File: src/rtl/core/fcf_pkg.sv
// Shared constants, types and register codes of the clamped FIR filter.
package fcf_pkg;

	localparam int TAPS        = 9;
	localparam int SAMPLE_BITS = 16;
	localparam int MAX_FRAME   = 65536;

	localparam int COEF_BITS     = 16;
	localparam int COEF_FRAC     = 15;
	localparam int TAPS_PER_WORD = 4;
	localparam int HIST          = TAPS - 1;
	localparam int HALF          = (TAPS - 1) / 2;
	localparam int PROD_BITS     = SAMPLE_BITS + COEF_BITS;
	localparam int ACC_BITS      = PROD_BITS + $clog2(TAPS);
	localparam int RES_BITS      = ACC_BITS - COEF_FRAC;
	localparam int FILL_BITS     = $clog2(HIST + 1);
	localparam int FIDX_BITS     = $clog2(MAX_FRAME + 1);
	localparam int POS_BITS      = 16;
	localparam int CFG_IDX_BITS  = 2;
	localparam int CFG_DATA_BITS = 64;

	typedef enum logic [CFG_IDX_BITS-1:0] {
		REG_COEF_0_3 = 2'd0,
		REG_COEF_4_7 = 2'd1,
		REG_COEF_8   = 2'd2
	} cfg_reg_t;

	typedef logic signed [SAMPLE_BITS-1:0] sample_t;
	typedef logic signed [COEF_BITS-1:0]   coef_t;
	typedef logic signed [PROD_BITS-1:0]   prod_t;
	typedef logic signed [ACC_BITS-1:0]    acc_t;
	typedef logic [POS_BITS-1:0]           pos_t;

	typedef sample_t [TAPS-1:0] sample_vec_t;
	typedef coef_t   [TAPS-1:0] coef_vec_t;
	typedef prod_t   [TAPS-1:0] prod_vec_t;

	// Window stage to datapath: a request that yields a result.
	typedef struct packed {
		logic valid;
		pos_t position;
	} issue_t;

endpackage

File: src/rtl/core/fcf_window.sv
// Sample history, fill count and frame index; decides which requests yield a result.
module fcf_window (
	input  logic                  clk,
	input  logic                  arst_n,
	input  logic                  accept,
	input  fcf_pkg::sample_t      sample,
	input  logic                  frame_start,
	output fcf_pkg::sample_vec_t  taps,
	output fcf_pkg::issue_t       issue
);

	localparam logic [fcf_pkg::FILL_BITS-1:0] FILL_FULL = fcf_pkg::FILL_BITS'(fcf_pkg::HIST);
	localparam logic [fcf_pkg::FIDX_BITS-1:0] FIDX_MAX  = fcf_pkg::FIDX_BITS'(fcf_pkg::MAX_FRAME);
	localparam logic [fcf_pkg::FIDX_BITS-1:0] CENTER_LAG =
		fcf_pkg::FIDX_BITS'(fcf_pkg::HIST - fcf_pkg::HALF);

	fcf_pkg::sample_t                window_q [fcf_pkg::HIST];
	logic [fcf_pkg::FILL_BITS-1:0]   fill_q;
	logic [fcf_pkg::FIDX_BITS-1:0]   fidx_q;

	logic [fcf_pkg::FILL_BITS-1:0]   fill;
	logic [fcf_pkg::FIDX_BITS-1:0]   idx;
	logic                            full;
	logic                            in_range;

	// a frame start clears the history before this sample is taken
	assign fill     = frame_start ? '0 : fill_q;
	assign idx      = frame_start ? '0 : fidx_q;
	assign full     = (fill == FILL_FULL);
	assign in_range = (idx < FIDX_MAX);

	assign issue.valid    = accept && full && in_range;
	assign issue.position = fcf_pkg::POS_BITS'(idx - CENTER_LAG);

	for (genvar k = 0; k < fcf_pkg::HIST; k++) begin : g_taps
		assign taps[k] = window_q[k];
	end
	assign taps[fcf_pkg::HIST] = sample;

	always_ff @(posedge clk or negedge arst_n) begin
		if (!arst_n) begin
			fill_q <= '0;
			fidx_q <= '0;
		end else if (accept) begin
			fill_q <= full ? fill : fill + 1'b1;
			fidx_q <= in_range ? idx + 1'b1 : idx;
		end
	end

	// plain shift line: once full it holds oldest..newest at 0..HIST-1
	always_ff @(posedge clk) begin
		if (accept) begin
			for (int k = 0; k < fcf_pkg::HIST - 1; k++) begin
				window_q[k] <= window_q[k+1];
			end
			window_q[fcf_pkg::HIST-1] <= sample;
		end
	end

endmodule

File: config.mk
export PLATFORM = sky130hd
export DESIGN_NAME = fcf_window
export DESIGN_NICKNAME = d
export VERILOG_FILES = /design/src/rtl/core/fcf_pkg.sv /design/src/rtl/core/fcf_window.sv
export SDC_FILE = /design/constraint.sdc
export NUM_CORES = 1
export LEC_CHECK = 0
export BUFFER_PORTS_ARGS = -buffer_cell sky130_fd_sc_hd__buf_4
export CORE_MARGIN = 2
export CORE_UTILIZATION = 50
export CTS_CLUSTER_DIAMETER = 30
export DETAILED_ROUTE_END_ITERATION = 10
export GPL_TIMING_DRIVEN = 0
export HOLD_SLACK_MARGIN = 0.12
export MAX_ROUTING_LAYER = met4
export PLACE_DENSITY = 0.87
export REMOVE_ABC_BUFFERS = 1
export SYNTH_ARGS = -nofsm -noshare
export SYNTH_HDL_FRONTEND = slang
export SYNTH_SLANG_ARGS = --single-unit
File: constraint.sdc
create_clock -name clk -period 2.15 [get_ports clk]
set_input_delay 0.1075 -clock clk [delete_from_list [all_inputs] [get_ports clk]]
set_output_delay 0.1075 -clock clk [all_outputs]
set_load 0.01 [all_outputs]
# Word-level counts from Yosys, hierarchy flattened
# Memory sizes are Yosys's and may differ from the RTL's.
# Cells that the tools add are included.
# totals
regBits	21
latchBits	0
word_cells	16
mem_bits_ro	0
mem_count	1
inputBits	20
out_inout_bits	161
ramBits	128
# mem_list
memory	depth	width	read_ports	rd_ports_with_merged_regs	wr	line	source
window_q	8	16	8	0	8	fcf_window.sv:17	fcf_pkg::sample_t window_q [fcf_pkg::HIST];
# op_classes
reduce_logical	2
order_cmp	1
shifts	0
muxes	6
n_eq_ne	1
mul	0
bitwise_logic	0
n_addsub	3
n_div	0
# op_table
operator	n
$mux 17	2
$add 17x1->17 const B	1
$lt 17x17->1 const B	1
$sub 16x3->16 const B	1
$mux 4	2
$add 4x1->4 const B	1
$eq 4x4->1 const B	1
$logic_and 1x1->1	2
$mux 1	2

# Logic depth before layout (Yosys ltp)
# logic_depth
word_depth	4
ltp_mapped	8
depth_no_buf	7

# Worst setup path before layout
# OpenSTA, ideal clock, no wires.
# synth_path
path_kind	input to register
from	input port frame_start
to	register fidx_q[12] (netlist name)
n_path_buf	2
setup_time_ps	124
t_required_ps	2026
t_arrival_ps	1761
slack_ps	266
cell_stages	8
cell_sequence	buf_2 clkbuf_1 nor2b_1 ha_1 nand4_2 nor4_2 a31oi_1 o31a_1
# synth_between
elab_chain_cells	3
elab_cells_between_ends	4
cone_classes	add/sub: 1; order compare: 1; mux: 2
# synth_rtl
item	line	source
from (decl)	fcf_window.sv:7	input logic frame_start,
$mux 17 (*)	fcf_window.sv:28	assign idx = frame_start ? '0 : fidx_q;
$add 17x1->17 or $lt 17x17->1 (tied branches)	fcf_window.sv:46, fcf_window.sv:30	
$mux 17 (*)	fcf_window.sv:46	fidx_q <= in_range ? idx + 1'b1 : idx;
to (signal assigned)	fcf_window.sv:46	
to (decl)	fcf_window.sv:19	logic [fcf_pkg::FIDX_BITS-1:0] fidx_q;
# Every way passes the cells marked *; elsewhere a longest branch is shown, timed or not.
# A chain may end at the register's enable or synchronous reset.

==> run summary <==
Critical Path Fanout Max -> 4
terminus of the critical flop-to-flop path -> fidx_q[14]$_DFFE_PN0P_
Clock Sinks -> 149
maximum clock path buffer count -> 2
gr ovfl total -> 0
design area -> 7900 µm²
internal reg-to-reg setup slack -> 0.11 ns
setup violators final -> 8
CP Capture Point -> issue[14]
FF+latch area -> 4380 µm²
H-tree Lvls -> 4
DRT iter0 DRCs -> 285
die height -> 109 µm
Post-Route Setup TNS -> -1.02 ns
CP startpoint -> fidx_q[5]$_DFFE_PN0P_
period utilisation layout -> 110%
Die Span X -> 109 µm
post-synthesis sequential area ratio -> 79.2%
worst flop-to-flop path startpoint -> fidx_q[0]$_DFFE_PN0P_
min Tclk post-route -> 2.37 ns
vias per inst -> 5.28
drt wl/cell -> 19.0 µm
worst skew pair latency -> 0.52 ns
distinct cell type count after synthesis -> 48
vias in the first global route -> 3429
Setup WS post-layout -> -0.224 ns
Post-synth ARST share -> 14.1%
Fin Clk Skew -> 0.00797 ns
compound-gate portion of the synthesized area -> 5.60%
DIE AREA -> 11900 µm²
largest family of logic cells by synthesized area -> simple AND/OR/NAND/NOR gates
Hold Path Origin -> frame_start
final hold violation count -> 0
worst min path class -> input pin to register
cell taking the most area after synthesis -> edfxtp_1
ant diodes -> 0
XOR/XNOR Fraction of Synth Area -> 1.11%
predominant post-synthesis flop cell -> edfxtp_1
WP data required -> 2.04 ns
clock root buffer -> clkbuf_8
slew margin rel. -> 29.3%
WS Path Type -> register to output port
mean area per synthesized cell -> 16.7 µm²
GRT Total Usage -> 22.9%
TritonCTS buffer count -> 17
Vias -> 3656
crit path cell chain -> nor4_4, nand3_2, o31a_1, or3_4, buf_6
most area-consuming cells after synthesis -> edfxtp_1 (70%), dfrtp_1 (9.5%), buf_4 (2.2%)
Slowest cell on crit path -> dfrtp_2
port buffer count -> 180
Rows -> 38
placed cell areas -> 6890 µm²
Leakage -> 0.00318 µW
peak supply drop -> 0.612 mV
Worst-path clk slew -> 0.06 ns
routed wire length -> 13100 µm
Initial Util -> 51.1%
Post-Synth Simple-Gate Area -> 8.30%
multi-input logic area -> 960 µm²
post-synth top area share -> 69.7%
RSZ-0062 raised after global routing -> yes
Pwr Total -> 7670 µW
Ys Warns -> 0
status -> finished with violations
CP peak stage delay -> 0.44 ns
ANT nets after route -> 0
share of layout cells above drive strength 1 -> 44.7%
largest net degree at the start of global routing -> 85
global-route wire length before repair -> 19000 µm
Core ar. -> 10800 µm²
proportion of synthesized area in mux cells -> 0.771%
R2R depth -> 6
Post-DP HPWL -> 8050 µm
failing checks -> negative setup slack
power per cell area -> 970 nW/µm²
Critical Path AT -> 2.27 ns
Synth Area in Adders -> 0.680%
RePlAce Congestion -> 0.805
area grow syn2layout -> 43.3%
CTS tree -> done
# IOs -> 181
post-synth design cell area -> 5520 µm²
EDFF count, synth -> 128
initial antenna violation count -> 0
Max-Cap Viols -> 0
Slew @ Worst Pin -> 1.06 ns
crit start category -> register
Fillers -> 663
Fmax -> 421 MHz
nets@finish -> 563
DRC viols -> 0
Max Slew Vio Count -> 0
Cells after Synth -> 331
drt first pass iters -> 5
CP Capture Type -> output port
number of synthesized register bits -> 149
[registers in the layout, summed over array words and instances, names as in the netlist]
register,flops
fidx_q,17
window_q,128
fill_q,4
[cell usage after synthesis (2+ instances only)]
library cell / number
nor3_2: 3
nand2b_1: 3
nand3_1: 10
clkbuf_1: 5
nor3b_1: 2
edfxtp_1: 128
a21oi_1: 9
o211ai_1: 2
mux2i_1: 2
o31a_1: 3
and4_1: 2
inv_1: 14
o22ai_1: 7
nor4_1: 3
o31ai_1: 3
buf_4: 16
nor2b_1: 4
dfrtp_1: 21
xnor2_1: 4
nor2_1: 12
ha_1: 3
nand4b_1: 2
nand2_1: 22
or3_1: 5
a31oi_1: 2
nor4_2: 2
buf_1: 2
xor2_1: 3
o21ai_0: 8
mux2_2: 2
o221ai_1: 2
buf_2: 5
o41a_1: 3
nand4_1: 3
[kinds of logic (layout without fill, tap and decap cells)]
| group | after synthesis | count (layout) |
|---|---|---|
| DFF | 149 | 149 |
| and+or+nand+nor | 79 | 79 |
| AOI/OAI and AO/OA | 45 | 45 |
| buffers and inverters | 44 | 266 |
| xor gates and xnor gates | 7 | 7 |
| muxes | 4 | 4 |
| adders and majority gates | 3 | 3 |
[area by class of cell]
| type | instances | area share, % |
|---|---|---|
| Timing Repair Buffer | 219 | 22.4 |
| Tap cell | 140 | 2.22 |
| Sequential cell | 149 | 55.4 |
| Inverter | 15 | 0.712 |
| Multi-Input combinational cell | 138 | 12.1 |
| Clock inverter | 14 | 1.88 |
| Clock buffer | 18 | 5.29 |
[per-stage QoR]
step	setup slack [ns]	cells	util [%]	hold WS, ns
floorplan	0.281	302	-	-0.188
global placement	-0.862	622	63.6	0.00829
detailed placement	0.110	623	63.9	0.0117
CTS	-0.161	689	72.5	0.137
global route	-0.274	693	73.2	0.158
finish	-0.224	693	73.2	0.168
[critical path, delay by kind of cell, from the launching register on]
family,cells,cell delay (ns)
AND/OR/NAND/NOR,3,0.90
AO/OA/AOI/OAI,1,0.29
flip-flops,1,0.44
buffers and inverters,1,0.13
[timing repair]
action | CTS | global route
pin swaps | 6 | 4
hold endpoints to repair | 93 | 0
gates resized for setup | 15 | 14
setup buffers | 11 | 4
endpoints found under the setup margin | 8 | 14
hold buffers | 24 | 0
gates cloned | 0 | 0
[worst min-delay path by stage]
stage                                   to  slack [ns]  cells past startpoint
global placement    fidx_q[12]$_DFFE_PN0P_       0.008                      1
floorplan            fidx_q[0]$_DFFE_PN0P_       -0.19                      0
CTS                  fidx_q[1]$_DFFE_PN0P_        0.14                      3
finish               fidx_q[1]$_DFFE_PN0P_        0.17                      3
detailed placement  fidx_q[12]$_DFFE_PN0P_        0.01                      1
global route         fidx_q[1]$_DFFE_PN0P_        0.16                      3
[metal layers]
| metal | vias up | global-route usage, % | routed length, µm |
|---|---|---|---|
| li1 | 1655 | - | - |
| met4 | 0 | 11.0 | 356 |
| met1 | 1784 | 25.8 | 4890 |
| met5 | - | - | 0 |
| met3 | 26 | 5.32 | 809 |
| met2 | 191 | 38.6 | 7080 |
[cells in the final DEF, fill, tap and decap left out, types with 4 or more instances in the layout]
cell | Yosys | layout
a21oi_1 | 9 | 9
dlygate4sd3_1 | 0 | 24
nor2_1 | 12 | 11
dfrtp_2 | 0 | 7
o21ai_0 | 8 | 6
nand3_1 | 10 | 10
o22ai_1 | 7 | 7
inv_1 | 14 | 14
dfrtp_1 | 21 | 14
edfxtp_1 | 128 | 128
xnor2_1 | 4 | 4
nor2b_1 | 4 | 4
inv_6 | 0 | 5
buf_6 | 1 | 8
nand2_1 | 22 | 22
buf_4 | 16 | 185
clkbuf_16 | 0 | 16
[report_power, final]
| part | switching [µW] | internal [µW] |
|---|---|---|
| clock network | 1150 | 1660 |
| logic | 605 | 669 |
| registers | 187 | 3400 |
Note: power is estimated with default switching activity, not from simulation.
