### src/rtl/core/fcf_pkg.sv
// Shared constants, types and register codes of the clamped FIR filter.
package fcf_pkg;

	localparam int TAPS        = 9;
	localparam int SAMPLE_BITS = 16;
	localparam int MAX_FRAME   = 65536;

	localparam int COEF_BITS     = 16;
	localparam int COEF_FRAC     = 15;
	localparam int TAPS_PER_WORD = 4;
	localparam int HIST          = TAPS - 1;
	localparam int HALF          = (TAPS - 1) / 2;
	localparam int PROD_BITS     = SAMPLE_BITS + COEF_BITS;
	localparam int ACC_BITS      = PROD_BITS + $clog2(TAPS);
	localparam int RES_BITS      = ACC_BITS - COEF_FRAC;
	localparam int FILL_BITS     = $clog2(HIST + 1);
	localparam int FIDX_BITS     = $clog2(MAX_FRAME + 1);
	localparam int POS_BITS      = 16;
	localparam int CFG_IDX_BITS  = 2;
	localparam int CFG_DATA_BITS = 64;

	typedef enum logic [CFG_IDX_BITS-1:0] {
		REG_COEF_0_3 = 2'd0,
		REG_COEF_4_7 = 2'd1,
		REG_COEF_8   = 2'd2
	} cfg_reg_t;

	typedef logic signed [SAMPLE_BITS-1:0] sample_t;
	typedef logic signed [COEF_BITS-1:0]   coef_t;
	typedef logic signed [PROD_BITS-1:0]   prod_t;
	typedef logic signed [ACC_BITS-1:0]    acc_t;
	typedef logic [POS_BITS-1:0]           pos_t;

	typedef sample_t [TAPS-1:0] sample_vec_t;
	typedef coef_t   [TAPS-1:0] coef_vec_t;
	typedef prod_t   [TAPS-1:0] prod_vec_t;

	// Window stage to datapath: a request that yields a result.
	typedef struct packed {
		logic valid;
		pos_t position;
	} issue_t;

endpackage

### src/rtl/core/fcf_if.sv


interface fcf_cfg_if;
	logic                                 valid;
	logic                                 ready;
	logic [fcf_pkg::CFG_IDX_BITS-1:0]     index;
	logic [fcf_pkg::CFG_DATA_BITS-1:0]    data;

	modport source (output valid, index, data, input ready);
	modport sink (input valid, index, data, output ready);
endinterface

### src/rtl/core/fcf_coef_regs.sv
// Coefficient register file: three packed registers unpacked into per-tap values.
module fcf_coef_regs (
	input  logic                clk,
	input  logic                arst_n,
	fcf_cfg_if.sink             cfg,
	output fcf_pkg::coef_vec_t  coefs
);

	logic [fcf_pkg::CFG_DATA_BITS-1:0] coef_lo_q;
	logic [fcf_pkg::CFG_DATA_BITS-1:0] coef_hi_q;
	fcf_pkg::coef_t                    coef_last_q;

	assign cfg.ready = 1'b1;

	always_ff @(posedge clk or negedge arst_n) begin
		if (!arst_n) begin
			coef_lo_q   <= '0;
			coef_hi_q   <= '0;
			coef_last_q <= '0;
		end else if (cfg.valid) begin
			case (cfg.index)
				fcf_pkg::REG_COEF_0_3: coef_lo_q <= cfg.data;
				fcf_pkg::REG_COEF_4_7: coef_hi_q <= cfg.data;
				fcf_pkg::REG_COEF_8: coef_last_q <= cfg.data[fcf_pkg::COEF_BITS-1:0];
				default: ;
			endcase
		end
	end

	// taps past the ninth have no register and read as zero
	for (genvar k = 0; k < fcf_pkg::TAPS; k++) begin : g_tap
		if (k < fcf_pkg::TAPS_PER_WORD) begin : g_lo
			assign coefs[k] = coef_lo_q[fcf_pkg::COEF_BITS*k +: fcf_pkg::COEF_BITS];
		end else if (k < 2 * fcf_pkg::TAPS_PER_WORD) begin : g_hi
			assign coefs[k] = coef_hi_q[fcf_pkg::COEF_BITS*(k - fcf_pkg::TAPS_PER_WORD)
				+: fcf_pkg::COEF_BITS];
		end else if (k == 2 * fcf_pkg::TAPS_PER_WORD) begin : g_last
			assign coefs[k] = coef_last_q;
		end else begin : g_zero
			assign coefs[k] = '0;
		end
	end

endmodule

### src/flat_wrapper.sv
// flat-port wrapper written by rule: the top's interface ports become plain ports
module fcf_coef_regs_flat 
  (clk, arst_n, coefs, cfg_valid, cfg_index, cfg_data, cfg_ready);
  fcf_cfg_if cfg_i ();
  input  logic clk;
  input  logic arst_n;
  output fcf_pkg::coef_vec_t coefs;
  input wire logic [$bits(cfg_i.valid)-1:0] cfg_valid;
  input wire logic [$bits(cfg_i.index)-1:0] cfg_index;
  input wire logic [$bits(cfg_i.data)-1:0] cfg_data;
  output wire logic [$bits(cfg_i.ready)-1:0] cfg_ready;
  assign cfg_i.valid = cfg_valid;
  assign cfg_i.index = cfg_index;
  assign cfg_i.data = cfg_data;
  assign cfg_ready = cfg_i.ready;
  fcf_coef_regs u_core (.clk(clk), .arst_n(arst_n), .cfg(cfg_i), .coefs(coefs));
endmodule
### config.mk
export PLATFORM = sky130hd
export DESIGN_NAME = fcf_coef_regs_flat
export DESIGN_NICKNAME = d
export VERILOG_FILES = /design/src/rtl/core/fcf_pkg.sv /design/src/rtl/core/fcf_if.sv /design/src/rtl/core/fcf_coef_regs.sv /design/src/flat_wrapper.sv
export SDC_FILE = /design/constraint.sdc
export NUM_CORES = 1
export LEC_CHECK = 0
export BUFFER_PORTS_ARGS = -buffer_cell sky130_fd_sc_hd__buf_4
export CORE_UTILIZATION = 52
export CTS_CLUSTER_SIZE = 40
export DETAILED_ROUTE_END_ITERATION = 7
export PLACE_DENSITY = 0.95
export SYNTH_ARGS = -nofsm -noshare
export SYNTH_HDL_FRONTEND = slang
export SYNTH_SLANG_ARGS = --single-unit
### constraint.sdc
create_clock -name clk -period 1.3 [get_ports clk]
set_clock_uncertainty 0.1 [all_clocks]
set_input_delay 0.13 -clock clk [delete_from_list [all_inputs] [get_ports clk]]
set_output_delay 0.13 -clock clk [all_outputs]
set_load 0.05 [all_outputs]
==> metrics.txt, run 1 <==
# TYPE chip_impl_metric gauge
chip_impl_info{name="run_status",value="did not finish"} 1
chip_impl_info{name="flow.stopped_at",value="global routing (5_1_grt)"} 1
chip_impl_info{name="error_message",value="[ERROR DPL-0033] detailed placement checks failed during check placement."} 1
chip_impl_metric{name="asyncSetResetFlopFracSynth",unit=""} 1.00
chip_impl_metric{name="gp_routability_congestion",unit=""} 0.771
chip_impl_metric{name="die_height",unit="µm"} 104
chip_impl_metric{name="synthCells",unit=""} 308
chip_impl_metric{name="grt_start_max_net_pins",unit=""} 43
chip_impl_metric{name="synth_top_area_share",unit=""} 0.663
chip_impl_metric{name="detailedPlacementHpwl",unit="µm"} 9340
chip_impl_metric{name="placement.cell_area",unit="µm²"} 7190
chip_impl_metric{name="summed_instance_area_of_the_synthesized_netlist",unit="µm²"} 5440
chip_impl_metric{name="syn-mean-instance-area",unit="µm²"} 17.6
chip_impl_metric{name="die_w",unit="µm"} 104
chip_impl_metric{name="count_of_flip_flops_with_a_built_in_enable_after_synthesis",unit=""} 0
chip_impl_metric{name="portBuffers",unit=""} 212
chip_impl_metric{name="top_level_ports",unit=""} 214
chip_impl_metric{name="numPlacedInstances",unit=""} 649
chip_impl_info{name="post_synth_most_frequent_cells",value="144 x dfrtp_1, 139 x mux2_2, 13 x buf_6"} 1
chip_impl_metric{name="floorplan.initialDensity",unit=""} 0.546
chip_impl_info{name="crit_endpoint",value="coefs[68]"} 1
chip_impl_metric{name="htreeDepth",unit=""} 4
chip_impl_metric{name="clock_path_buffers",unit=""} 2
chip_impl_metric{name="tritoncts_num_sinks",unit=""} 144
chip_impl_metric{name="cts_inserted_buffers",unit=""} 17
chip_impl_metric{name="antenna_found_initial",unit=""} 1
chip_impl_metric{name="synth_fp_nets",unit=""} 377
chip_impl_info{name="most_used_standard_cell_by_instance_count_after_synthesis",value="dfrtp_1"} 1
chip_impl_info{name="synth.top_cells.by_area",value="dfrtp_1 66%, mux2_2 29%, buf_6 2.7%"} 1
chip_impl_metric{name="fp-row-count",unit=""} 36
chip_impl_metric{name="ys_seq_elements",unit=""} 144
chip_impl_info{name="synth-main-ff-cell",value="dfrtp_1"} 1
chip_impl_info{name="worst-ep-kind",value="primary output"} 1
chip_impl_info{name="clockRootBuffer",value="clkbuf_8"} 1
chip_impl_metric{name="synth.distinct_cells",unit=""} 10
chip_impl_metric{name="synth-seq-area-share",unit=""} 0.663
chip_impl_info{name="synthDominantAreaCellType",value="dfrtp_1"} 1
chip_impl_metric{name="synth.yosys.warnings",unit=""} 0
## cell families after synthesis
| family | share of synthesized area |
|---|---|
| buffers and inverters | 0.0322 |
| and+or+nand+nor | 0.00576 |
| DFF | 0.663 |
| other | 0.000690 |
| muxes | 0.298 |
## metrics by stage
stage / setup WS (ns) / hold slack [ns]
2_1_floorplan: 0.130 / -0.266
3_3_place_gp: -0.113 / -0.0627
3_5_place_dp: -0.154 / -0.0499
4_1_cts: -0.0373 / 0.0829
## what timing repair did
| item | CTS |
|---|---|
| endpoints found under the setup margin | 144 |
| hold endpoints to repair | 288 |
| pin swaps | 0 |
| gates resized for setup | 144 |
| hold buffers | 66 |
| setup buffers | 31 |
==> run 2, diff against run 1 <==
--- a/config.mk
+++ b/config.mk
@@ -6,10 +6,9 @@
 export NUM_CORES = 1
 export LEC_CHECK = 0
 export BUFFER_PORTS_ARGS = -buffer_cell sky130_fd_sc_hd__buf_4
-export CORE_UTILIZATION = 52
-export CTS_CLUSTER_SIZE = 40
+export CORE_UTILIZATION = 40
 export DETAILED_ROUTE_END_ITERATION = 7
-export PLACE_DENSITY = 0.95
+export PLACE_DENSITY_LB_ADDON = 0.15
 export SYNTH_ARGS = -nofsm -noshare
 export SYNTH_HDL_FRONTEND = slang
 export SYNTH_SLANG_ARGS = --single-unit
==> run 2 against run 1 <==
Effect of this change:
- the run now ends clean
- synthesized cell count did not move
- synthesized area is the same
==> metrics.txt, run 2 <==
# TYPE chip_impl_metric gauge
chip_impl_metric{name="summed_instance_area_of_the_synthesized_netlist",unit="µm²"} 5440
chip_impl_metric{name="area.growth.synth_to_final",unit="%"} 57.2
chip_impl_metric{name="nets",unit=""} 668
chip_impl_metric{name="power.ir.vdd_worst",unit="V"} 0.000932
chip_impl_info{name="critical_path_capture_point_type",value="output port"} 1
chip_impl_info{name="start_kind",value="register"} 1
chip_impl_metric{name="worstRegToRegCells",unit=""} 1
chip_impl_metric{name="antenna_found_initial",unit=""} 0
chip_impl_metric{name="asyncSetResetFlopFracSynth",unit=""} 1.00
chip_impl_metric{name="clk_latency",unit="ns"} 0.41
chip_impl_metric{name="floorplan.initialDensity",unit=""} 0.410
chip_impl_metric{name="power_density",unit="nW/µm²"} 1990
chip_impl_metric{name="cp_max_fo",unit=""} 2
chip_impl_metric{name="final.period_utilization",unit=""} 0.953
chip_impl_info{name="worstPathCellList",value="buf_4"} 1
chip_impl_metric{name="cp_num_cells",unit=""} 1
chip_impl_metric{name="timing.reg2reg.setup_slack",unit="ns"} 0.41
chip_impl_metric{name="count_of_flip_flops_with_a_built_in_enable_after_synthesis",unit=""} 0
chip_impl_metric{name="p_leak",unit="nW"} 4.00
chip_impl_metric{name="grtUsageMet1",unit=""} 0.215
chip_impl_info{name="synthDominantAreaCellType",value="dfrtp_1"} 1
chip_impl_metric{name="drt_first_pass_iters",unit=""} 2
chip_impl_metric{name="number_of_design_rule_violations_left_by_the_first_detailed_router_iteration",unit=""} 78
chip_impl_metric{name="floorplan.die_area",unit="µm²"} 14100
chip_impl_metric{name="syn-mean-instance-area",unit="µm²"} 17.6
chip_impl_metric{name="grt_util_met2",unit=""} 0.311
chip_impl_metric{name="ant_nets",unit=""} 0
chip_impl_metric{name="finalWorstPathRequiredPeriod",unit="ns"} 1.24
chip_impl_info{name="synth.top_cells.by_area",value="dfrtp_1 66%, mux2_2 29%, buf_6 2.7%"} 1
chip_impl_metric{name="htreeDepth",unit=""} 4
chip_impl_metric{name="critical_path_required",unit="ns"} 1.07
chip_impl_metric{name="fraction_of_final_layout_cells_with_drive_strength_greater_than_1",unit=""} 0.645
chip_impl_info{name="post_synth_most_frequent_cells",value="144 x dfrtp_1, 139 x mux2_2, 13 x buf_6"} 1
chip_impl_metric{name="grt_start_max_net_pins",unit=""} 48
chip_impl_metric{name="finalHoldViolCount",unit=""} 0
chip_impl_metric{name="synth.yosys.warnings",unit=""} 0
chip_impl_metric{name="placement.cell_area",unit="µm²"} 7250
chip_impl_metric{name="detailedPlacementHpwl",unit="µm"} 8480
chip_impl_metric{name="fp-row-count",unit=""} 42
chip_impl_metric{name="cts_resized",unit=""} 0
chip_impl_metric{name="worst-endpoint-arrival",unit="ns"} 1.01
chip_impl_metric{name="die_w",unit="µm"} 119
chip_impl_info{name="reg.largest.list",value="u_core.coef_hi_q: 64 flops, u_core.coef_lo_q: 64 flops, u_core.coef_last_q: 16 flops"} 1
chip_impl_info{name="hold_class",value="in -> async"} 1
chip_impl_metric{name="cts.reportedPaths.clkPinSlew",unit="ns"} 0.06
chip_impl_info{name="tritoncts",value="yes"} 1
chip_impl_metric{name="synthCells",unit=""} 308
chip_impl_metric{name="wire_per_inst",unit="µm"} 16.1
chip_impl_metric{name="design_area",unit="µm²"} 8550
chip_impl_info{name="run_status",value="completed"} 1
chip_impl_metric{name="antenna_cells",unit=""} 0
chip_impl_info{name="grt_setup_unrepaired",value="false"} 1
chip_impl_metric{name="overflow",unit=""} 0
chip_impl_metric{name="maxSlewViolCount",unit=""} 0
chip_impl_metric{name="postRouteWirelength",unit="µm"} 12700
chip_impl_metric{name="critical-path-max-stage-delay",unit="ns"} 0.40
chip_impl_metric{name="placeableCoreArea",unit="µm²"} 13200
chip_impl_info{name="final_cell_mix",value="215 x buf_4, 144 x dfrtp_1, 139 x mux2_2"} 1
chip_impl_metric{name="fmax",unit="GHz"} 0.807
chip_impl_metric{name="drc",unit=""} 0
chip_impl_metric{name="setup_total_negative_slack",unit="ns"} 0
chip_impl_metric{name="portBuffers",unit=""} 212
chip_impl_info{name="timing_worst_setup_path_type",value="reg -> out"} 1
chip_impl_info{name="clockRootBuffer",value="clkbuf_16"} 1
chip_impl_metric{name="cts_inserted_buffers",unit=""} 17
chip_impl_info{name="synth-main-ff-cell",value="dfrtp_1"} 1
chip_impl_metric{name="synth_fp_nets",unit=""} 377
chip_impl_metric{name="grt_use_total",unit=""} 0.188
chip_impl_metric{name="grt_pass1_wl",unit="µm"} 20300
chip_impl_metric{name="gp_routability_congestion",unit=""} 0.749
chip_impl_info{name="most_used_standard_cell_by_instance_count_after_synthesis",value="dfrtp_1"} 1
chip_impl_metric{name="top_level_ports",unit=""} 214
chip_impl_metric{name="clock_path_buffers",unit=""} 2
chip_impl_metric{name="vias_in_the_first_global_route",unit=""} 3989
chip_impl_metric{name="synth.distinct_cells",unit=""} 10
chip_impl_metric{name="ys_seq_elements",unit=""} 144
chip_impl_info{name="cpLargestDelayFamily",value="flip-flops"} 1
chip_impl_metric{name="timing.critical_path.buf_inv",unit=""} 1
chip_impl_metric{name="dr_total_vias",unit=""} 3669
chip_impl_metric{name="synth-seq-area-share",unit=""} 0.663
chip_impl_metric{name="grtUsageMet3",unit=""} 0.0767
chip_impl_metric{name="drv_cap",unit=""} 0
chip_impl_metric{name="vias_per_cell",unit=""} 4.66
chip_impl_metric{name="setup_violations",unit=""} 0
chip_impl_info{name="cp_slowest_cell",value="dfrtp_1"} 1
chip_impl_metric{name="tritoncts_num_sinks",unit=""} 144
chip_impl_metric{name="synth_top_area_share",unit=""} 0.663
chip_impl_info{name="layout.cells.most_common",value="buf_4"} 1
chip_impl_metric{name="die_height",unit="µm"} 119
chip_impl_info{name="gr-max-usage-layer",value="met2"} 1
==> run 2: cell counts after synthesis <==
Identical to the previous run, type by type.
==> run 2: power by group <==
part	switching, W	internal [W]	leakage (nW)	total [W]
Combinational	0.00396	0.00203	1.99	0.00599
Sequential	0.000456	0.00534	1.70	0.00579
Clock	0.00181	0.00340	0.306	0.00522
Total	0.00623	0.0108	4.00	0.0170
==> run 2: final timing paths <==
check	start	end
min	arst_n	u_core.coef_hi_q[26]$_DFFE_PN0P_
max	u_core.coef_lo_q[60]$_DFFE_PN0P_	coefs[60]
max reg2reg	u_core.coef_hi_q[59]$_DFFE_PN0P_	u_core.coef_hi_q[59]$_DFFE_PN0P_
min reg2reg	u_core.coef_lo_q[3]$_DFFE_PN0P_	u_core.coef_lo_q[3]$_DFFE_PN0P_
min in group clk	cfg_valid	u_core.coef_last_q[15]$_DFFE_PN0P_
max in group asynchronous	arst_n	u_core.coef_hi_q[14]$_DFFE_PN0P_
==> run 2: layout make-up <==
| class | count | area, µm² |
|---|---|---|
| tap | 176 | 220 |
| clock inverter | 14 | 214 |
| fill | 995 | 4700 |
| sequential | 144 | 3600 |
| clock buffer | 18 | 429 |
| timing repair buffer | 288 | 2420 |
| multi-input combinational | 148 | 1660 |
==> run 2: through the flow <==
stage / utilization / hold WS [ns] / power [W] / setup WS, ns / instances
CTS: 0.645 / 0.0386 / 0.0172 / 0.0351 / 788
floorplan: - / -0.266 / 0.00971 / 0.130 / 308
detailed placement: 0.548 / -0.0899 / 0.0117 / -0.133 / 691
global route: 0.645 / 0.0424 / 0.0177 / 0.0280 / 788
global placement: 0.548 / -0.0924 / 0.0116 / -0.115 / 691
finish: 0.645 / 0.0515 / 0.0170 / 0.0615 / 788
==> run 2: cell families (layout without fill, tap and decap cells) <==
group                  after synthesis  in the layout  synth area share
buffers and inverters               16            320            0.0322
DFF                                144            144             0.663
muxes                              144            144             0.298
other                                1              1          0.000690
and+or+nand+nor                      3              3           0.00576
==> run 2: metal layers <==
layer  wire [µm]  part of all wire  vias up
met5           0                 0        -
met4         237             0.019        0
met3        1040             0.082       24
met2        6280              0.50      139
met1        5120              0.40     1833
li1            -                 -     1673
==> run 2: what timing repair did <==
item / CTS / global route
hold endpoints to repair: 288 / 0
buffers inserted: 0 / 0
hold buffers: 65 / 0
(Power assumes the default switching activity.)
==> run 3, diff against run 2 <==
--- a/config.mk
+++ b/config.mk
@@ -6,6 +6,7 @@
 export NUM_CORES = 1
 export LEC_CHECK = 0
 export BUFFER_PORTS_ARGS = -buffer_cell sky130_fd_sc_hd__buf_4
+export CORE_MARGIN = 4
 export CORE_UTILIZATION = 40
 export DETAILED_ROUTE_END_ITERATION = 7
 export PLACE_DENSITY_LB_ADDON = 0.15
==> run 3 against run 2 <==
Effect of this change:
- clock-buffer cell count grew 5
- cell count is the same
- sequential share of layout area grew 0.56 points
- die area grew 10%
- sequential power is essentially flat
- via count shrank 0.52%
- global-route usage shrank 0.88 points
- first-iteration DRC count grew 23%
==> metrics.txt, run 3 (synthesis gave the netlist of run 2 again) <==
# TYPE chip_impl_metric gauge
chip_impl_info{name="run_status",value="completed"} 1
chip_impl_metric{name="number_of_design_rule_violations_left_by_the_first_detailed_router_iteration",unit=""} 96
chip_impl_metric{name="power.internal",unit="W"} 0.00980
chip_impl_metric{name="worstRegToRegCells",unit=""} 1
chip_impl_metric{name="grt_util_met2",unit=""} 0.298
chip_impl_metric{name="cts_resized",unit=""} 0
chip_impl_info{name="reg.largest.list",value="u_core.coef_hi_q: 64 flops, u_core.coef_lo_q: 64 flops, u_core.coef_last_q: 16 flops"} 1
chip_impl_metric{name="grt_use_total",unit=""} 0.179
chip_impl_metric{name="detailedPlacementHpwl",unit="µm"} 9280
chip_impl_metric{name="finalHoldViolCount",unit=""} 0
chip_impl_info{name="reg2reg_from",value="u_core.coef_lo_q[7]$_DFFE_PN0P_"} 1
chip_impl_metric{name="top_level_ports",unit=""} 214
chip_impl_metric{name="area.growth.synth_to_final",unit="%"} 55.2
chip_impl_info{name="start_kind",value="register"} 1
chip_impl_metric{name="grt_pass1_wl",unit="µm"} 22100
chip_impl_metric{name="worst-endpoint-arrival",unit="ns"} 1.00
chip_impl_metric{name="tritoncts_num_sinks",unit=""} 144
chip_impl_metric{name="die_w",unit="µm"} 125
chip_impl_metric{name="drc",unit=""} 0
chip_impl_metric{name="drv_cap",unit=""} 0
chip_impl_metric{name="clock_path_buffers",unit=""} 2
chip_impl_info{name="tritoncts",value="yes"} 1
chip_impl_metric{name="ant_nets",unit=""} 0
chip_impl_metric{name="cp_num_cells",unit=""} 1
chip_impl_metric{name="design_area",unit="µm²"} 8430
chip_impl_info{name="worstPathCellList",value="buf_4"} 1
chip_impl_metric{name="timing.critical_path.buf_inv",unit=""} 1
chip_impl_metric{name="cts_inserted_buffers",unit=""} 17
chip_impl_metric{name="cts.hold.buffers_added",unit=""} 65
chip_impl_info{name="cpLargestDelayFamily",value="flip-flops"} 1
chip_impl_metric{name="grtUsageMet1",unit=""} 0.210
chip_impl_metric{name="gp_routability_congestion",unit=""} 0.733
chip_impl_info{name="regToRegEndpoint",value="u_core.coef_lo_q[7]$_DFFE_PN0P_"} 1
chip_impl_metric{name="clk_latency",unit="ns"} 0.40
chip_impl_metric{name="wire_per_inst",unit="µm"} 16.9
chip_impl_info{name="gr-max-usage-layer",value="met2"} 1
chip_impl_metric{name="final_worst_slack",unit="ns"} 0.0720
chip_impl_metric{name="nets",unit=""} 674
chip_impl_metric{name="power.ir.vdd_worst",unit="V"} 0.000889
chip_impl_metric{name="placement.setup.worst_slack",unit="ns"} -0.132
chip_impl_info{name="hold_class",value="in -> async"} 1
chip_impl_metric{name="placement.cell_area",unit="µm²"} 7310
chip_impl_metric{name="fp-row-count",unit=""} 42
chip_impl_metric{name="final.period_utilization",unit=""} 0.945
chip_impl_info{name="clockRootBuffer",value="clkbuf_16"} 1
chip_impl_metric{name="critical-path-max-stage-delay",unit="ns"} 0.39
chip_impl_metric{name="post-layout-total-power",unit="W"} 0.0159
chip_impl_metric{name="utilization",unit=""} 0.634
chip_impl_metric{name="seq_power_share",unit=""} 0.366
chip_impl_metric{name="drt_first_pass_iters",unit=""} 3
chip_impl_metric{name="critical_path_required",unit="ns"} 1.07
chip_impl_metric{name="die_height",unit="µm"} 125
chip_impl_metric{name="timing.reg2reg.setup_slack",unit="ns"} 0.41
chip_impl_metric{name="power.share.clock",unit=""} 0.255
chip_impl_metric{name="placeableCoreArea",unit="µm²"} 13300
chip_impl_info{name="crit_path_end",value="coefs[79]"} 1
chip_impl_metric{name="vias_in_the_first_global_route",unit=""} 4219
chip_impl_metric{name="final.hold.worst_slack",unit="ns"} 0.103
chip_impl_metric{name="portBuffers",unit=""} 212
chip_impl_info{name="final_cell_mix",value="220 x buf_4, 144 x dfrtp_1, 139 x mux2_2"} 1
chip_impl_metric{name="floorplan.initialDensity",unit=""} 0.409
chip_impl_metric{name="sw_frac_of_total",unit=""} 0.383
chip_impl_metric{name="power.switching",unit="W"} 0.00607
chip_impl_metric{name="num-fill-cells",unit=""} 1032
chip_impl_metric{name="grtUsageMet3",unit=""} 0.0746
chip_impl_metric{name="p_leak",unit="nW"} 3.96
chip_impl_metric{name="cts.reportedPaths.clkPinSlew",unit="ns"} 0.06
chip_impl_metric{name="fraction_of_final_layout_cells_with_drive_strength_greater_than_1",unit=""} 0.639
chip_impl_metric{name="vias_per_cell",unit=""} 4.63
chip_impl_metric{name="htreeDepth",unit=""} 4
chip_impl_metric{name="antenna_found_initial",unit=""} 0
chip_impl_metric{name="p_comb_frac",unit=""} 0.380
chip_impl_metric{name="cts.repair_timing.setup_buffer_count",unit=""} 0
chip_impl_info{name="timing_worst_setup_path_type",value="reg -> out"} 1
chip_impl_info{name="worst_setup_path_startpoint",value="u_core.coef_hi_q[15]$_DFFE_PN0P_"} 1
chip_impl_metric{name="antenna_cells",unit=""} 0
chip_impl_metric{name="finalWorstPathRequiredPeriod",unit="ns"} 1.23
chip_impl_metric{name="postRouteWirelength",unit="µm"} 13300
chip_impl_metric{name="setup_violations",unit=""} 0
chip_impl_metric{name="grt_start_max_net_pins",unit=""} 42
chip_impl_metric{name="maxSlewViolCount",unit=""} 0
chip_impl_info{name="grt_setup_unrepaired",value="false"} 1
chip_impl_info{name="critical_path_capture_point_type",value="output port"} 1
chip_impl_metric{name="power_density",unit="nW/µm²"} 1880
chip_impl_info{name="cp_slowest_cell",value="dfrtp_1"} 1
chip_impl_metric{name="fmax",unit="GHz"} 0.814
chip_impl_metric{name="floorplan.die_area",unit="µm²"} 15500
chip_impl_metric{name="cp_max_fo",unit=""} 2
chip_impl_info{name="layout.cells.most_common",value="buf_4"} 1
chip_impl_metric{name="overflow",unit=""} 0
chip_impl_metric{name="dr_total_vias",unit=""} 3650
[run 3: cell types whose count changed in the layout (fill, tap and decap cells not counted), moves of 2 or more]
cell        change
clkbuf_1        +4
bufinv_16       -5
buf_4           +5
clkinv_4        -2
clkinvlp_4      -3
[run 3: cell type report]
class,instances,area [µm²],area share
tap,176,220,0.0261
sequential,144,3600,0.427
timing repair buffer,294,2470,0.293
clock buffer,23,458,0.0543
multi-input combinational,148,1660,0.197
clock inverter,3,15.0,0.00178
[run 3: worst min path at each step]
stage | from | to | slack, ns | cells after the start
floorplan | arst_n | u_core.coef_hi_q[0]$_DFFE_PN0P_ | -0.27 | 0
global placement | arst_n | u_core.coef_hi_q[62]$_DFFE_PN0P_ | -0.03 | 1
detailed placement | arst_n | u_core.coef_lo_q[62]$_DFFE_PN0P_ | -0.03 | 1
CTS | arst_n | u_core.coef_lo_q[62]$_DFFE_PN0P_ | 0.1 | 2
global route | arst_n | u_core.coef_lo_q[62]$_DFFE_PN0P_ | 0.14 | 2
finish | arst_n | u_core.coef_lo_q[62]$_DFFE_PN0P_ | 0.10 | 2
[run 3: power by group through the flow]
| stage | logic (W) | registers [W] | clock network, W |
|---|---|---|---|
| after floorplan | 0.000870 | 0.00884 | 0 |
| after global placement | 0.00585 | 0.00584 | 0 |
| after detailed placement | 0.00592 | 0.00588 | 0 |
| after CTS | 0.00608 | 0.00581 | 0.00417 |
| after global routing | 0.00627 | 0.00591 | 0.00437 |
| final | 0.00602 | 0.00580 | 0.00404 |
[run 3: stage by stage]
stage | TNS (ns) | std cells
3_5_place_dp | -9.56 | 697
4_1_cts | 0 | 788
3_3_place_gp | -8.01 | 697
2_1_floorplan | 0 | 308
6_report | 0 | 788
5_1_grt | 0 | 788
[run 3: metal layers]
layer | routed length [µm] | share of wire
met5 | 0 | 0
met4 | 193 | 0.015
met3 | 1100 | 0.083
met2 | 6710 | 0.50
met1 | 5290 | 0.40
